[src/hw/rtl/lpfd_pkg.sv]
// Shared types and constants for the length-prefixed frame decoder.
package lpfd_pkg;

    localparam int unsigned HEADER_BYTES = 5;
    localparam int unsigned LEN_BYTES    = HEADER_BYTES - 1;
    localparam int unsigned CNT_W        = 3;

    typedef logic [1:0] t_kind;

    localparam t_kind KIND_PAYLOAD  = 2'd0;
    localparam t_kind KIND_EMPTY    = 2'd1;
    localparam t_kind KIND_BAD_TYPE = 2'd2;
    localparam t_kind KIND_TOO_LONG = 2'd3;

    typedef enum logic [1:0] {
        CFG_MAX_FRAME_LEN = 2'd0,
        CFG_JSON_TYPE     = 2'd1,
        CFG_BINARY_TYPE   = 2'd2
    } t_cfg_index;

    localparam logic [31:0] MAX_FRAME_LEN_RST = 32'd16777216;
    localparam logic [7:0]  JSON_TYPE_RST     = 8'd1;
    localparam logic [7:0]  BINARY_TYPE_RST   = 8'd2;

    typedef struct packed {
        t_kind       kind;
        logic [7:0]  payload_byte;
        logic        frame_kind;
        logic        last;
    } t_result;

endpackage

[src/hw/rtl/lpfd_parse.sv]
// Header collection, type and length check, payload pass-through.
module lpfd_parse
    import lpfd_pkg::*;
(
    input  logic        i_clk,
    input  logic        i_rst_n,
    input  logic        i_accept,
    input  logic [7:0]  i_data_byte,
    input  logic [31:0] i_max_frame_len,
    input  logic [7:0]  i_json_type_code,
    input  logic [7:0]  i_binary_type_code,
    output logic        o_res_valid,
    output t_result     o_res
);

    logic              r_in_payload;
    logic [CNT_W-1:0]  r_hdr_cnt;
    logic [31:0]       r_len_acc;
    logic [31:0]       r_bytes_left;
    logic              r_cur_kind;

    logic              n_in_payload;
    logic [CNT_W-1:0]  n_hdr_cnt;
    logic [31:0]       n_len_acc;
    logic [31:0]       n_bytes_left;
    logic              n_cur_kind;

    logic              is_last;

    assign is_last = (r_bytes_left <= 32'd1);

    always_comb begin
        n_in_payload = r_in_payload;
        n_hdr_cnt    = r_hdr_cnt;
        n_len_acc    = r_len_acc;
        n_bytes_left = r_bytes_left;
        n_cur_kind   = r_cur_kind;
        o_res_valid  = 1'b0;
        o_res        = '0;

        if (r_in_payload) begin
            o_res_valid        = 1'b1;
            o_res.kind         = KIND_PAYLOAD;
            o_res.payload_byte = i_data_byte;
            o_res.frame_kind   = r_cur_kind;
            o_res.last         = is_last;
            if (is_last) begin
                n_in_payload = 1'b0;
                n_hdr_cnt    = '0;
                n_len_acc    = '0;
                n_bytes_left = '0;
            end else begin
                n_bytes_left = r_bytes_left - 32'd1;
            end
        end else if (r_hdr_cnt < CNT_W'(LEN_BYTES)) begin
            n_len_acc = {r_len_acc[23:0], i_data_byte};
            n_hdr_cnt = r_hdr_cnt + CNT_W'(1);
        end else begin
            // type byte: header complete, restart collection unless a payload follows
            n_hdr_cnt    = '0;
            n_len_acc    = '0;
            n_bytes_left = '0;
            o_res_valid  = 1'b1;
            if (i_data_byte != i_json_type_code && i_data_byte != i_binary_type_code) begin
                o_res.kind = KIND_BAD_TYPE;
            end else if (r_len_acc > i_max_frame_len) begin
                o_res.kind = KIND_TOO_LONG;
            end else begin
                // json code wins when both codes are equal
                n_cur_kind = (i_data_byte != i_json_type_code);
                if (r_len_acc == 32'd0) begin
                    o_res.kind       = KIND_EMPTY;
                    o_res.frame_kind = n_cur_kind;
                    o_res.last       = 1'b1;
                end else begin
                    o_res_valid  = 1'b0;
                    n_in_payload = 1'b1;
                    n_bytes_left = r_len_acc;
                end
            end
        end
    end

    always_ff @(posedge i_clk) begin
        if (!i_rst_n) begin
            r_in_payload <= 1'b0;
            r_hdr_cnt    <= '0;
            r_len_acc    <= '0;
            r_bytes_left <= '0;
            r_cur_kind   <= 1'b0;
        end else if (i_accept) begin
            r_in_payload <= n_in_payload;
            r_hdr_cnt    <= n_hdr_cnt;
            r_len_acc    <= n_len_acc;
            r_bytes_left <= n_bytes_left;
            r_cur_kind   <= n_cur_kind;
        end
    end

endmodule

[src/hw/rtl/length_prefixed_frame_decoder_core.sv]
// A result is registered into the output register, or into the skid when the output is held.
// Throughput: one byte per cycle while the skid is empty; the parse logic is a single registered pass per byte.
// A two-entry output (register plus skid) lets input continue while a result waits.
// Input stall is the registered skid-full flag, so it never depends on the output stall.
// Synchronous active-low reset clears frame state, output valids and restores register defaults.
module length_prefixed_frame_decoder_core
    import lpfd_pkg::*;
(
    input  logic        i_clk,
    input  logic        i_rst_n,
    input  logic        i_cfg_we,
    input  logic [1:0]  i_cfg_index,
    input  logic [31:0] i_cfg_data,
    input  logic        i_in_valid,
    output logic        o_in_stall,
    input  logic [7:0]  i_data_byte,
    output logic        o_out_valid,
    input  logic        i_out_stall,
    output logic [1:0]  o_kind,
    output logic [7:0]  o_payload_byte,
    output logic        o_frame_kind,
    output logic        o_last
);

    logic [31:0] r_max_frame_len;
    logic [7:0]  r_json_type_code;
    logic [7:0]  r_binary_type_code;

    logic        r_out_valid;
    t_result     r_out;
    logic        r_skid_valid;
    t_result     r_skid;

    logic        in_accept;
    logic        out_pop;
    logic        res_valid;
    t_result     res;

    assign o_in_stall = r_skid_valid;
    assign in_accept  = i_in_valid && !r_skid_valid;
    assign out_pop    = r_out_valid && !i_out_stall;

    always_ff @(posedge i_clk) begin
        if (!i_rst_n) begin
            r_max_frame_len    <= MAX_FRAME_LEN_RST;
            r_json_type_code   <= JSON_TYPE_RST;
            r_binary_type_code <= BINARY_TYPE_RST;
        end else if (i_cfg_we) begin
            unique case (i_cfg_index)
                CFG_MAX_FRAME_LEN: r_max_frame_len    <= i_cfg_data;
                CFG_JSON_TYPE:     r_json_type_code   <= i_cfg_data[7:0];
                CFG_BINARY_TYPE:   r_binary_type_code <= i_cfg_data[7:0];
                default:           ;
            endcase
        end
    end

    lpfd_parse u_parse (
        .i_clk              (i_clk),
        .i_rst_n            (i_rst_n),
        .i_accept           (in_accept),
        .i_data_byte        (i_data_byte),
        .i_max_frame_len    (r_max_frame_len),
        .i_json_type_code   (r_json_type_code),
        .i_binary_type_code (r_binary_type_code),
        .o_res_valid        (res_valid),
        .o_res              (res)
    );

    always_ff @(posedge i_clk) begin
        if (!i_rst_n) begin
            r_out_valid  <= 1'b0;
            r_skid_valid <= 1'b0;
        end else if (r_skid_valid) begin
            // input is stalled here, so no new result arrives
            if (out_pop) begin
                r_out        <= r_skid;
                r_skid_valid <= 1'b0;
            end
        end else if (in_accept && res_valid) begin
            if (!r_out_valid || out_pop) begin
                r_out       <= res;
                r_out_valid <= 1'b1;
            end else begin
                r_skid       <= res;
                r_skid_valid <= 1'b1;
            end
        end else if (out_pop) begin
            r_out_valid <= 1'b0;
        end
    end

    assign o_out_valid    = r_out_valid;
    assign o_kind         = r_out.kind;
    assign o_payload_byte = r_out.payload_byte;
    assign o_frame_kind   = r_out.frame_kind;
    assign o_last         = r_out.last;

endmodule
[config.mk]
export PLATFORM = sky130hd
export DESIGN_NAME = length_prefixed_frame_decoder_core
export DESIGN_NICKNAME = d
export VERILOG_FILES = /design/src/hw/rtl/lpfd_pkg.sv /design/src/hw/rtl/lpfd_parse.sv /design/src/hw/rtl/length_prefixed_frame_decoder_core.sv
export SDC_FILE = /design/constraint.sdc
export NUM_CORES = 1
export LEC_CHECK = 0
export ABC_AREA = 1
export BUFFER_PORTS_ARGS = -buffer_cell sky130_fd_sc_hd__clkbuf_2
export CAP_MARGIN = 20
export CORE_ASPECT_RATIO = 1.2
export CORE_UTILIZATION = 36
export CTS_CLUSTER_DIAMETER = 40
export DETAILED_ROUTE_END_ITERATION = 7
export PLACE_DENSITY_LB_ADDON = 0.1
export RECOVER_POWER = 100
export SYNTH_ARGS = -nofsm -noshare
export SYNTH_HDL_FRONTEND = slang
export SYNTH_HIERARCHICAL = 1
export SYNTH_SLANG_ARGS = --single-unit
[constraint.sdc]
create_clock -name i_clk -period 2.78 [get_ports i_clk]
set_input_delay 0.556 -clock i_clk [delete_from_list [all_inputs] [get_ports i_clk]]
set_output_delay 0.556 -clock i_clk [all_outputs]
set_load 0.02 [all_outputs]
==> results of run 1 <==
## logic make-up (layout without fill, tap and decap cells)
family          after synthesis  count (layout)  synth area share [%]
xor+xnor                     38              38                 3.978
compound gates              206             206                 12.67
simple gates                555             555                 29.40
buf+inv                     232             315                 11.63
fa+ha+maj                    35              35                 5.234
flops                       143             143                 37.09
## stage by stage
step	instance area, µm²	power [mW]
6_report	9691	5.677
5_1_grt	9691	6.003
4_1_cts	9699	5.744
3_5_place_dp	9134	3.523
3_3_place_gp	9134	3.517
2_1_floorplan	8367	3.196
## synthesized netlist by cell type (4+ instances only)
library cell | number | area share, %
nand2_1 | 205 | 9.2
xnor2_1 | 12 | 1.3
o21ai_1 | 11 | 0.66
nand2_2 | 6 | 0.45
inv_1 | 163 | 7.3
buf_4 | 10 | 0.90
nand4_1 | 52 | 3.9
xor2_1 | 26 | 2.7
clkbuf_1 | 24 | 1.1
a21oi_1 | 123 | 7.4
edfxtp_1 | 24 | 8.6
buf_2 | 18 | 1.1
buf_6 | 4 | 0.54
ha_1 | 35 | 5.2
nor2_4 | 6 | 0.81
nor2_1 | 196 | 8.8
o21ai_0 | 66 | 3.9
buf_1 | 6 | 0.27
nand2_4 | 4 | 0.54
nor3_1 | 7 | 0.42
nand3_1 | 63 | 3.8
dfxtp_1 | 119 | 28
## layout make-up
cell class	instances	area [µm²]
Clock buffer	18	429.2
Clock inverter	14	133.9
Fill cell	2424	12910
Inverter	169	638.1
Multi-Input combinational cell	834	4307
Sequential cell	143	3103
Tap cell	310	387.9
Timing Repair Buffer	114	691.9
## placed cells by master, fill, tap and decap left out, drive strengths merged, types with 7 or more instances in the layout
master / count
a21oi: 124
buf: 50
clkbuf: 82
dfxtp: 119
edfxtp: 24
ha: 35
inv: 170
nand2: 215
nand3: 65
nand4: 52
nor2: 206
nor3: 7
o21ai: 77
xnor2: 12
xor2: 26
## final timing paths
check | endpoint | slack, ns | cells past startpoint
worst max-delay path | o_frame_kind$_DFFE_PP_ | 0.20 | 16
worst min-delay path | r_max_frame_len[24]$_SDFFE_PN1P_ | 0.37 | 3
worst min register to register | r_max_frame_len[24]$_SDFFE_PN1P_ | 0.46 | 2
worst max register to register | o_frame_kind$_DFFE_PP_ | 0.20 | 16
## power breakdown
part	switching, mW	total [mW]	internal (mW)
combinational	0.744	1.18	0.433
clock	0.963	2.21	1.24
sequential	0.0859	2.29	2.21
total	1.79	5.68	3.88
## critical path, delay by kind of cell (launching register included)
| kind | cells | cell delay [ns] |
|---|---|---|
| AOI/OAI and AO/OA | 2 | 0.24 |
| adders and majority gates | 1 | 0.28 |
| buffers and inverters | 4 | 0.47 |
| DFF | 1 | 0.32 |
| and+or+nand+nor | 9 | 0.97 |
## timing repair
action                                  4_1_cts  5_1_grt
endpoints found under the hold margin         0        0
gates resized for setup                       1       10
pin swaps                                     0        2
endpoints found under the setup margin       12       35
gates cloned                                  0        1
## layer usage
layer	track usage (%)	wire length, µm	share of wire, %	vias up
li1	-	-	-	4023
met1	26.37	11170	51	3409
met2	30.09	9753	45	96
met3	3.366	608	2.8	12
met4	4.962	177	0.82	0
met5	0	0	0	-
## flip-flops by register name, summed over array words and instances (netlist names)
name                  flops
o_frame_kind              1
o_in_stall                1
o_kind                    2
o_last                    1
o_out_valid               1
o_payload_byte            8
r_binary_type_code        8
r_json_type_code          8
r_max_frame_len          32
r_skid                   12
u_parse/r_bytes_left     32
u_parse/r_cur_kind        1
u_parse/r_hdr_cnt         3
u_parse/r_in_payload      1
u_parse/r_len_acc        32
==> out/qor.tcl, run 1 <==
set qor(placement.setup.worst_slack_ns) -0.1695
set qor(period_minus_slack_ns) 2.576
set qor(layout.core_utilization_pct) 42.88
set qor(finalMaxSlewViolations) 0
set qor(grt_antenna_before_repair) 0
set qor(syn_inst) 1209
set qor(synth_area_um2) 8367
set qor(vias_after_detailed_routing) 7540
set qor(numClockSinks) 143
set qor(final_clock_period_utilization_by_the_worst_path_pct) 92.65
set qor(netlist-cell-type-count) 42
set qor(drt_first_pass_iters) 7
set qor(finalHoldViolCount) 0
set qor(cp_common_cell) {nand2_1}
set qor(synth-seq-cells) 143
set qor(synth.avg_cell_area_um2) 6.920
set qor(place_inst) 1569
set qor(cp-end-kind) {flip-flop}
set qor(fp.coreArea_um2) 22600
set qor(clock_tree_from_tritoncts) {built}
set qor(crit_type) {reg2reg}
set qor(instances_no_fill) 1602
set qor(cts_setup_buffers) 0
set qor(postRouteWirelength_mm) 21.71
set qor(crit_path_start_kind) {flip-flop}
set qor(drt_drc_violations_left) 0
set qor(totalNegativeSetupSlack_ns) 0
set qor(wl_per_cell_um) 13.55
set qor(port-buffer-count) 60
set qor(worst_slack_ns) 0.2045
set qor(die_width_um) 141.2
set qor(layout.nets) 1361
set qor(unrepaired_setup_endpoints_after_global_routing) {false}
set qor(initial_utilization_pct) 37.03
set qor(maxCapViolCount) 0
set qor(antenna_left) 0
set qor(crit_path_top_delay_cell) {dfxtp_1}
set qor(cts.root.buffer_cell) {clkbuf_16}
set qor(synth.yosys.seq_area_share_pct) 37.09
set qor(startpoint) {r_max_frame_len[23]$_SDFFE_PN0P_}
set qor(global_route_wire_length_before_repair_mm) 35.82
set qor(io-pin-count) 61
set qor(clock_tree.htree_level_count) 4
set qor(critical_path_peak_fanout) 6
set qor(area_delta_synth_final_pct) 15.82
set qor(regToRegStartpoint) {r_max_frame_len[23]$_SDFFE_PN0P_}
set qor(floorplan.die_area_um2) 23860
set qor(finClkSkew_ns) 0.01255
set qor(grt_use_total_pct) 18.96
set qor(timing.fmax_mhz) 388.3
set qor(grt_max_degree) 112
set qor(placement_rows) 60
set qor(gp_routability_congestion) 0.8365
set qor(cp.arrival_ns) 2.71
set qor(drt_iter0_drc) 502
set qor(share_of_final_layout_standard_cells_stronger_than_drive_strength_1_pct) 12.54
set qor(clkSlewWorstSetupHoldPaths_ns) 0.06
set qor(count_of_antenna_diodes_in_the_layout) 0
set qor(clock_insertion_delay_worst_skew_ns) 0.42
set qor(tightest_slew_ns) 1.211
set qor(mappedNetlistNets) 1291
set qor(power_density_nw_per_um2) 585.8
set qor(clockBufferDepth) 2
set qor(ys_warn_count) 6
set qor(timing.final.setup_violations) 0
set qor(ir_worst_vdd_uv) 350.2
set qor(cp_slowest_stage_delay_ns) 0.32
set qor(dieHeight_um) 169
set qor(holdCritPathClass) {in2reg}
set qor(synth-edff-count) 24
set qor(timing.critical_path.required_ns) 2.92
set qor(postCtsHoldBufs) 0
set qor(crit_path_cell_trace) {inv_1 > ha_1 > nand2_1 > nor2_1 > nand4_1 > nor2_2 > nand2_1 > nand2_1 > nand2_1 > nand3_1 > o21ai_0 > inv_1 > nand4_1 > buf_4 > a21oi_4 > buf_6}
set qor(drt-vias-per-instance) 4.707
set qor(status) {finished clean}
set qor(dp_hpwl_mm) 15.41
set qor(total_leakage_power_nw) 4.575
set qor(synth_top_flop_cell) {dfxtp_1}
set qor(first_global_vias) 7033
set qor(fin_worst_hold_slack_ns) 0.3720
set qor(async_flop_share_pct) 0
set qor(grt_overflow_total) 0
set qor(timing.slew.headroom_pct) 19.25
set qor(cts_inserted_buffers) 17
set qor(hold_path_startpoint) {i_cfg_data[24]}
(Power assumes the default switching activity.)
==> inputs of run 2 (changes only) <==
Settings changed: MAX_ROUTING_LAYER set to met4.
==> run 2 against run 1 <==
Cell count stayed put. Sequential power barely moved. Global-route usage rose by 0.58 points. Wire length shrank 0.40%. Highest routed layer unchanged.
==> out/qor.tcl, run 2 (synthesized netlist as in run 1, its figures left out) <==
set qor(cp_num_cells) 16 ;# unchanged
set qor(cp_common_cell) {nand2_1}
set qor(count_of_antenna_diodes_in_the_layout) 0 ;# unchanged
set qor(antenna_left) 0 ;# unchanged
set qor(maxCapViolCount) 0 ;# unchanged
set qor(floorplan.die_area_um2) 23860 ;# unchanged
set qor(share_seq_of_total_power_pct) 40.5 ;# about the same
set qor(final_clock_period_utilization_by_the_worst_path_pct) 92.96 ;# +0.31 points
set qor(postRouteWirelength_mm) 21.63 ;# -0.40%
set qor(ir_worst_vdd_uv) 348.5 ;# -0.49%
set qor(place_inst) 1569 ;# unchanged
set qor(power_density_nw_per_um2) 584.8 ;# -0.17%
set qor(hold_path_depth) 3 ;# unchanged
set qor(die_width_um) 141.2 ;# unchanged
set qor(leading_cell_types_in_the_layout_fill_and_taps_excluded) {nand2_1, nor2_1, inv_1}
set qor(timing.reg2reg.setup_slack_ns) 0.20 ;# about the same
set qor(gp_routability_congestion) 0.8521 ;# +1.9%
set qor(numClockSinks) 143 ;# unchanged
set qor(drt-vias-per-instance) 4.703 ;# about the same
set qor(cts_setup_buffers) 0 ;# unchanged
set qor(biggestRegsByFlops) {r_max_frame_len x32, u_parse/r_bytes_left x32, u_parse/r_len_acc x32}
set qor(crit_path_start_kind) {flip-flop}
set qor(tightest_slew_ns) 1.219 ;# +0.007575 ns
set qor(timing.critical_path.buf_inv) 4 ;# unchanged
set qor(clock_tree_from_tritoncts) {built}
set qor(critical_path_peak_fanout) 6 ;# unchanged
set qor(fin_worst_hold_slack_ns) 0.3709 ;# -0.001146 ns
set qor(regToRegStartpoint) {r_max_frame_len[23]$_SDFFE_PN0P_}
set qor(clock_insertion_delay_worst_skew_ns) 0.43 ;# about the same
set qor(port-buffer-count) 60 ;# unchanged
set qor(hold_path_startpoint) {i_cfg_data[24]}
set qor(holdCritPathClass) {in2reg}
set qor(cts.root.buffer_cell) {clkbuf_16}
set qor(dp_hpwl_mm) 15.41 ;# unchanged
set qor(global_route_wire_length_before_repair_mm) 35.83 ;# about the same
set qor(grt_max_degree) 112 ;# unchanged
set qor(status) {finished clean}
set qor(clock_tree.htree_level_count) 4 ;# unchanged
set qor(fp.coreArea_um2) 22600 ;# unchanged
set qor(initial_utilization_pct) 37.03 ;# unchanged
set qor(cts_inserted_buffers) 17 ;# unchanged
set qor(comb_power_share_pct) 20.7 ;# about the same
set qor(drt_first_pass_iters) 5 ;# -2
set qor(clkSlewWorstSetupHoldPaths_ns) 0.06 ;# about the same
set qor(grt_antenna_before_repair) 0 ;# unchanged
set qor(vias_after_detailed_routing) 7534 ;# -0.080%
set qor(timing.rr.end) {o_frame_kind$_DFFE_PP_}
set qor(instances_no_fill) 1602 ;# unchanged
set qor(period_minus_slack_ns) 2.584 ;# +0.008676 ns
set qor(finalHoldViolCount) 0 ;# unchanged
set qor(int_pwr_mw) 3.884 ;# about the same
set qor(dieHeight_um) 169 ;# unchanged
set qor(worst_path_dominant_cell_family) {simple AND/OR/NAND/NOR gates}
set qor(finalMaxSlewViolations) 0 ;# unchanged
set qor(finClkSkew_ns) 0.01762 ;# +0.005072 ns
set qor(placement.setup.worst_slack_ns) -0.1695 ;# unchanged
set qor(wl_per_cell_um) 13.50 ;# -0.40%
set qor(crit_type) {reg2reg}
set qor(r2r_cells) 16 ;# unchanged
set qor(grt_use_total_pct) 19.54 ;# +0.58 points
set qor(cp_slowest_stage_delay_ns) 0.32 ;# about the same
set qor(drt_iter0_drc) 488 ;# -2.8%
set qor(drt_drc_violations_left) 0 ;# unchanged
set qor(first_global_vias) 7025 ;# -0.11%
set qor(unrepaired_setup_endpoints_after_global_routing) {false}
set qor(worst_slack_ns) 0.1958 ;# -0.008676 ns
set qor(mostFrequentLayoutCell) {nand2_1}
set qor(share_of_final_layout_standard_cells_stronger_than_drive_strength_1_pct) 12.54 ;# unchanged
set qor(net_switching_power_mw) 1.783 ;# -0.52%
set qor(min_to) {r_max_frame_len[24]$_SDFFE_PN1P_}
set qor(timing.critical_path.required_ns) 2.91 ;# about the same
set qor(postCtsHoldBufs) 0 ;# unchanged
set qor(grt_overflow_total) 0 ;# unchanged
set qor(clockBufferDepth) 2 ;# unchanged
set qor(io-pin-count) 61 ;# unchanged
set qor(timing.fmax_mhz) 387.0 ;# -0.34%
set qor(area_delta_synth_final_pct) 15.82 ;# unchanged
set qor(placement_rows) 60 ;# unchanged
set qor(total_leakage_power_nw) 4.575 ;# unchanged
set qor(timing.final.setup_violations) 0 ;# unchanged
set qor(cp.arrival_ns) 2.71 ;# about the same
set qor(timing.slew.headroom_pct) 18.75 ;# -0.50 points
set qor(share_clk_of_total_power_pct) 38.8 ;# about the same
set qor(layout.nets) 1361 ;# unchanged
set qor(switching_share_pct) 31.47 ;# -0.11 points
set qor(crit_path_top_delay_cell) {dfxtp_1}
set qor(cp-end-kind) {flip-flop}
set qor(crit_path_cell_trace) {inv_1 > ha_1 > nand2_1 > nor2_1 > nand4_1 > nor2_2 > nand2_1 > nand2_1 > nand2_1 > nand3_1 > o21ai_0 > inv_1 > nand4_1 > buf_4 > a21oi_4 > buf_6}
[run 2: worst reg2reg max path: cells and delay by family, from the launching register on]
family          cells  cell delay, ns
compound gates      2            0.24
fa+ha+maj           1            0.28
buf+inv             4            0.47
flops               1            0.32
simple gates        9            1.00
[run 2: metal layers]
| layer | routed length [µm] | GRT usage (%) | vias to the layer above |
|---|---|---|---|
| met3 | 688 | 3.197 | 6 |
| met1 | 10920 | 26.56 | 3398 |
| met4 | 136 | 5.104 | 0 |
| met2 | 9885 | 29.98 | 103 |
| li1 | - | - | 4027 |
| met5 | 0 | - | - |
[run 2: metrics by stage]
step	TNS [ns]	power, mW	utilization, %	instance area (µm²)
6_report	0	5.667	42.88	9691
5_1_grt	0	6.004	42.88	9691
4_1_cts	0	5.744	42.92	9699
3_5_place_dp	-2.030	3.523	40.42	9134
3_3_place_gp	-1.635	3.517	40.42	9134
2_1_floorplan	0	3.196	-	8367
[run 2: cell type report]
class	count	area, µm²
multi-input combinational	834	4307
clock inverter	14	133.9
clock buffer	18	429.2
sequential	143	3103
fill	2424	12910
inverter	169	638.1
tap	310	387.9
timing repair buffer	114	691.9
[run 2: what timing repair did]
item / in CTS / in global routing
gates cloned: 0 / 1
pin swaps: 0 / 2
gates resized for setup: 1 / 10
endpoints found under the setup margin: 12 / 37
[run 2: how the worst max path moves through the flow]
stage / start / to / slack [ns]
after floorplan: r_max_frame_len[11]$_SDFFE_PN0P_ / o_frame_kind$_DFFE_PP_ / 0.02
after CTS: r_max_frame_len[23]$_SDFFE_PN0P_ / r_skid[10]$_DFFE_PP_ / 0.08
after global routing: r_max_frame_len[21]$_SDFFE_PN0P_ / o_frame_kind$_DFFE_PP_ / 0.008
after detailed placement: r_max_frame_len[23]$_SDFFE_PN0P_ / r_skid[3]$_DFFE_PP_ / -0.17
after global placement: r_max_frame_len[23]$_SDFFE_PN0P_ / r_skid[3]$_DFFE_PP_ / -0.14
final: r_max_frame_len[23]$_SDFFE_PN0P_ / o_frame_kind$_DFFE_PP_ / 0.20
[run 2: power groups by stage]
stage / Sequential (mW) / Clock, mW / Combinational [mW]
final: 2.29 / 2.20 / 1.17
after global routing: 2.31 / 2.34 / 1.35
after CTS: 2.29 / 2.26 / 1.19
after detailed placement: 2.34 / 0 / 1.18
after global placement: 2.34 / 0 / 1.18
after floorplan: 2.32 / 0 / 0.873
==> inputs of run 3 (changes only) <==
Settings changed: CORE_UTILIZATION 36 to 50, PLACE_DENSITY set to 0.8, PLACE_DENSITY_LB_ADDON 0.1 to unset.
==> run 3 against run 2 <==
Clock power increased by 13%. Maximum frequency is 0.14% lower. Wire length down 9.2%. Sequential share of layout area grew 1.0 points. Critical endpoint is now o_payload_byte[2]$_DFFE_PP_. Largest cell class unchanged.
==> out/qor.tcl, run 3 (synthesized netlist as in run 1, its figures left out) <==
set qor(drt_first_pass_iters) 6 ;# +1
set qor(placement_rows) 51 ;# -15%
set qor(clkSlewWorstSetupHoldPaths_ns) 0.06 ;# about the same
set qor(cp-end-kind) {flip-flop}
set qor(grt_use_total_pct) 24.69 ;# +5.2 points
set qor(stdcell_area_um2) 9394 ;# -3.1%
set qor(power_mw) 5.897 ;# +4.0%
set qor(crit_path_cell_trace) {ha_1 > nand2_1 > nor2_1 > nand2_1 > nand2_1 > nand2_1 > nand2_1 > nand2_1 > nand2_1 > nand2_1 > nand3_1 > o21ai_0 > inv_1 > nand4_1 > a21oi_2 > buf_4}
set qor(timing.critical_path.buf_inv) 2 ;# -2
set qor(cp_slowest_stage_delay_ns) 0.37 ;# +0.05 ns
set qor(clock_tree.htree_level_count) 4 ;# unchanged
set qor(finClkSkew_ns) 0.008178 ;# -0.009446 ns
set qor(worst_slack_ns) 0.1922 ;# -0.003563 ns
set qor(total_leakage_power_nw) 4.481 ;# -2.1%
set qor(layout.nets) 1329 ;# -2.4%
set qor(initial_utilization_pct) 51.42 ;# +14 points
set qor(crit_type) {reg2reg}
set qor(timing.critical_path.required_ns) 2.91 ;# about the same
set qor(dpl_cell_area_um2) 8758 ;# -4.1%
set qor(crit_path_top_delay_cell) {dfxtp_1}
set qor(drt-vias-per-instance) 5.242 ;# +11%
set qor(antenna_left) 0 ;# unchanged
set qor(wl_per_cell_um) 13.35 ;# -1.1%
set qor(die_width_um) 120.1 ;# -15%
set qor(area.sequential_um2) 3103 ;# unchanged
set qor(share_of_final_layout_standard_cells_stronger_than_drive_strength_1_pct) 10.41 ;# -2.1 points
set qor(port-buffer-count) 60 ;# unchanged
set qor(mostFrequentLayoutCell) {nand2_1}
set qor(postCtsHoldBufs) 0 ;# unchanged
set qor(layout.core_utilization_pct) 57.73 ;# +15 points
set qor(fp.coreArea_um2) 16270 ;# -28%
set qor(cts_inserted_buffers) 17 ;# unchanged
set qor(finalMaxSlewViolations) 0 ;# unchanged
set qor(floorplan.die_area_um2) 17260 ;# -28%
set qor(biggestRegsByFlops) {r_max_frame_len x32, u_parse/r_bytes_left x32, u_parse/r_len_acc x32}
set qor(place_inst) 1439 ;# -8.3%
set qor(tightest_slew_ns) 1.088 ;# -0.1308 ns
set qor(clockBufferDepth) 2 ;# unchanged
set qor(vias_after_detailed_routing) 7711 ;# +2.3%
set qor(numClockSinks) 143 ;# unchanged
set qor(gp_routability_congestion) 0.8925 ;# +4.7%
set qor(holdCritPathClass) {in2reg}
set qor(fin_worst_hold_slack_ns) 0.3685 ;# -0.002399 ns
set qor(io-pin-count) 61 ;# unchanged
set qor(cp_common_cell) {nand2_1}
set qor(leading_cell_types_in_the_layout_fill_and_taps_excluded) {nand2_1, nor2_1, inv_1}
set qor(status) {finished clean}
set qor(power_density_nw_per_um2) 627.7 ;# +7.3%
set qor(multiInputGateArea_um2) 4299 ;# -0.17%
set qor(clock_insertion_delay_worst_skew_ns) 0.43 ;# about the same
set qor(global_route_wire_length_before_repair_mm) 33.17 ;# -7.4%
set qor(totalNegativeSetupSlack_ns) 0 ;# unchanged
set qor(clock_tree_from_tritoncts) {built}
set qor(final.fill_count) 1524 ;# -37%
set qor(worst_path_dominant_cell_family) {simple AND/OR/NAND/NOR gates}
set qor(timing.slew.headroom_pct) 27.47 ;# +8.7 points
set qor(grt_antenna_before_repair) 0 ;# unchanged
set qor(unrepaired_setup_endpoints_after_global_routing) {true}
set qor(maxCapViolCount) 0 ;# unchanged
set qor(placement.setup.worst_slack_ns) 0.2077 ;# +0.3772 ns
set qor(grt_overflow_total) 0 ;# unchanged
set qor(cp.arrival_ns) 2.72 ;# about the same
set qor(drt_drc_violations_left) 0 ;# unchanged
set qor(final_clock_period_utilization_by_the_worst_path_pct) 93.09 ;# +0.13 points
set qor(timing.fmax_mhz) 386.4 ;# -0.14%
set qor(count_of_antenna_diodes_in_the_layout) 0 ;# unchanged
set qor(postRouteWirelength_mm) 19.64 ;# -9.2%
set qor(drt_iter0_drc) 514 ;# +5.3%
set qor(dieHeight_um) 143.7 ;# -15%
set qor(critical_path_peak_fanout) 12 ;# +6
set qor(timing.final.setup_violations) 0 ;# unchanged
set qor(period_minus_slack_ns) 2.588 ;# +0.003563 ns
set qor(finalHoldViolCount) 0 ;# unchanged
set qor(ir_worst_vdd_uv) 396.3 ;# +14%
set qor(crit_path_start_kind) {flip-flop}
set qor(first_global_vias) 7165 ;# +2.0%
set qor(cts.root.buffer_cell) {clkbuf_16}
set qor(grt_max_degree) 65 ;# -42%
set qor(area_delta_synth_final_pct) 12.28
set qor(instances_no_fill) 1471 ;# -8.2%
set qor(dp_hpwl_mm) 13.83 ;# -10%
run 3: cell count changes in the layout (fill, tap and decap cells not counted), moves of 3 or more:
cell        change
buf_4          -27
clkbuf_8        +6
clkinvlp_4      -4
inv_6           -3
o21ai_0         -9
o21ai_1         +9
run 3: report_power, final:
part           leakage [nW]  internal [mW]  switching [mW]
combinational          2.97          0.389           0.718
clock                 0.320           1.61           0.875
sequential             1.19           2.21          0.0993
total                  4.48           4.21            1.69
run 3: layer usage:
metal / global-route usage (%) / up-vias / part of all wire [%] / routed length [µm]
met5: - / - / 0 / 0
li1: - / 3967 / - / -
met4: 10.13 / 0 / 2.4 / 481
met1: 29.28 / 3515 / 44 / 8674
met3: 4.206 / 39 / 4.8 / 939
met2: 41.41 / 190 / 49 / 9548
run 3: what timing repair did:
action	CTS	global route
setup endpoints to repair	0	25
setup buffers	0	1
resized for setup	0	4
run 3: tightest hold or removal path, cell delays in order:
cell and delay [ns]:
clkbuf_2 0.08, nand3_1 0.06, nand3_1 0.07
run 3: area by class of cell:
cell class / count / area share, %
Inverter: 169 / 6.766
Clock inverter: 7 / 1.279
Sequential cell: 143 / 33.03
Tap cell: 212 / 2.824
Timing Repair Buffer: 82 / 4.662
Multi-Input combinational cell: 834 / 45.76
Clock buffer: 24 / 5.674
run 3: final timing paths:
path	startpoint	endpoint	slack [ns]	cells past startpoint
setup / recovery	u_parse/r_len_acc[6]$_SDFFE_PN0P_	o_payload_byte[2]$_DFFE_PP_	0.19	16
hold / removal	i_cfg_data[24]	r_max_frame_len[24]$_SDFFE_PN1P_	0.37	3
setup reg to reg	u_parse/r_len_acc[6]$_SDFFE_PN0P_	o_payload_byte[2]$_DFFE_PP_	0.19	16
hold reg to reg	r_max_frame_len[24]$_SDFFE_PN1P_	r_max_frame_len[24]$_SDFFE_PN1P_	0.46	2
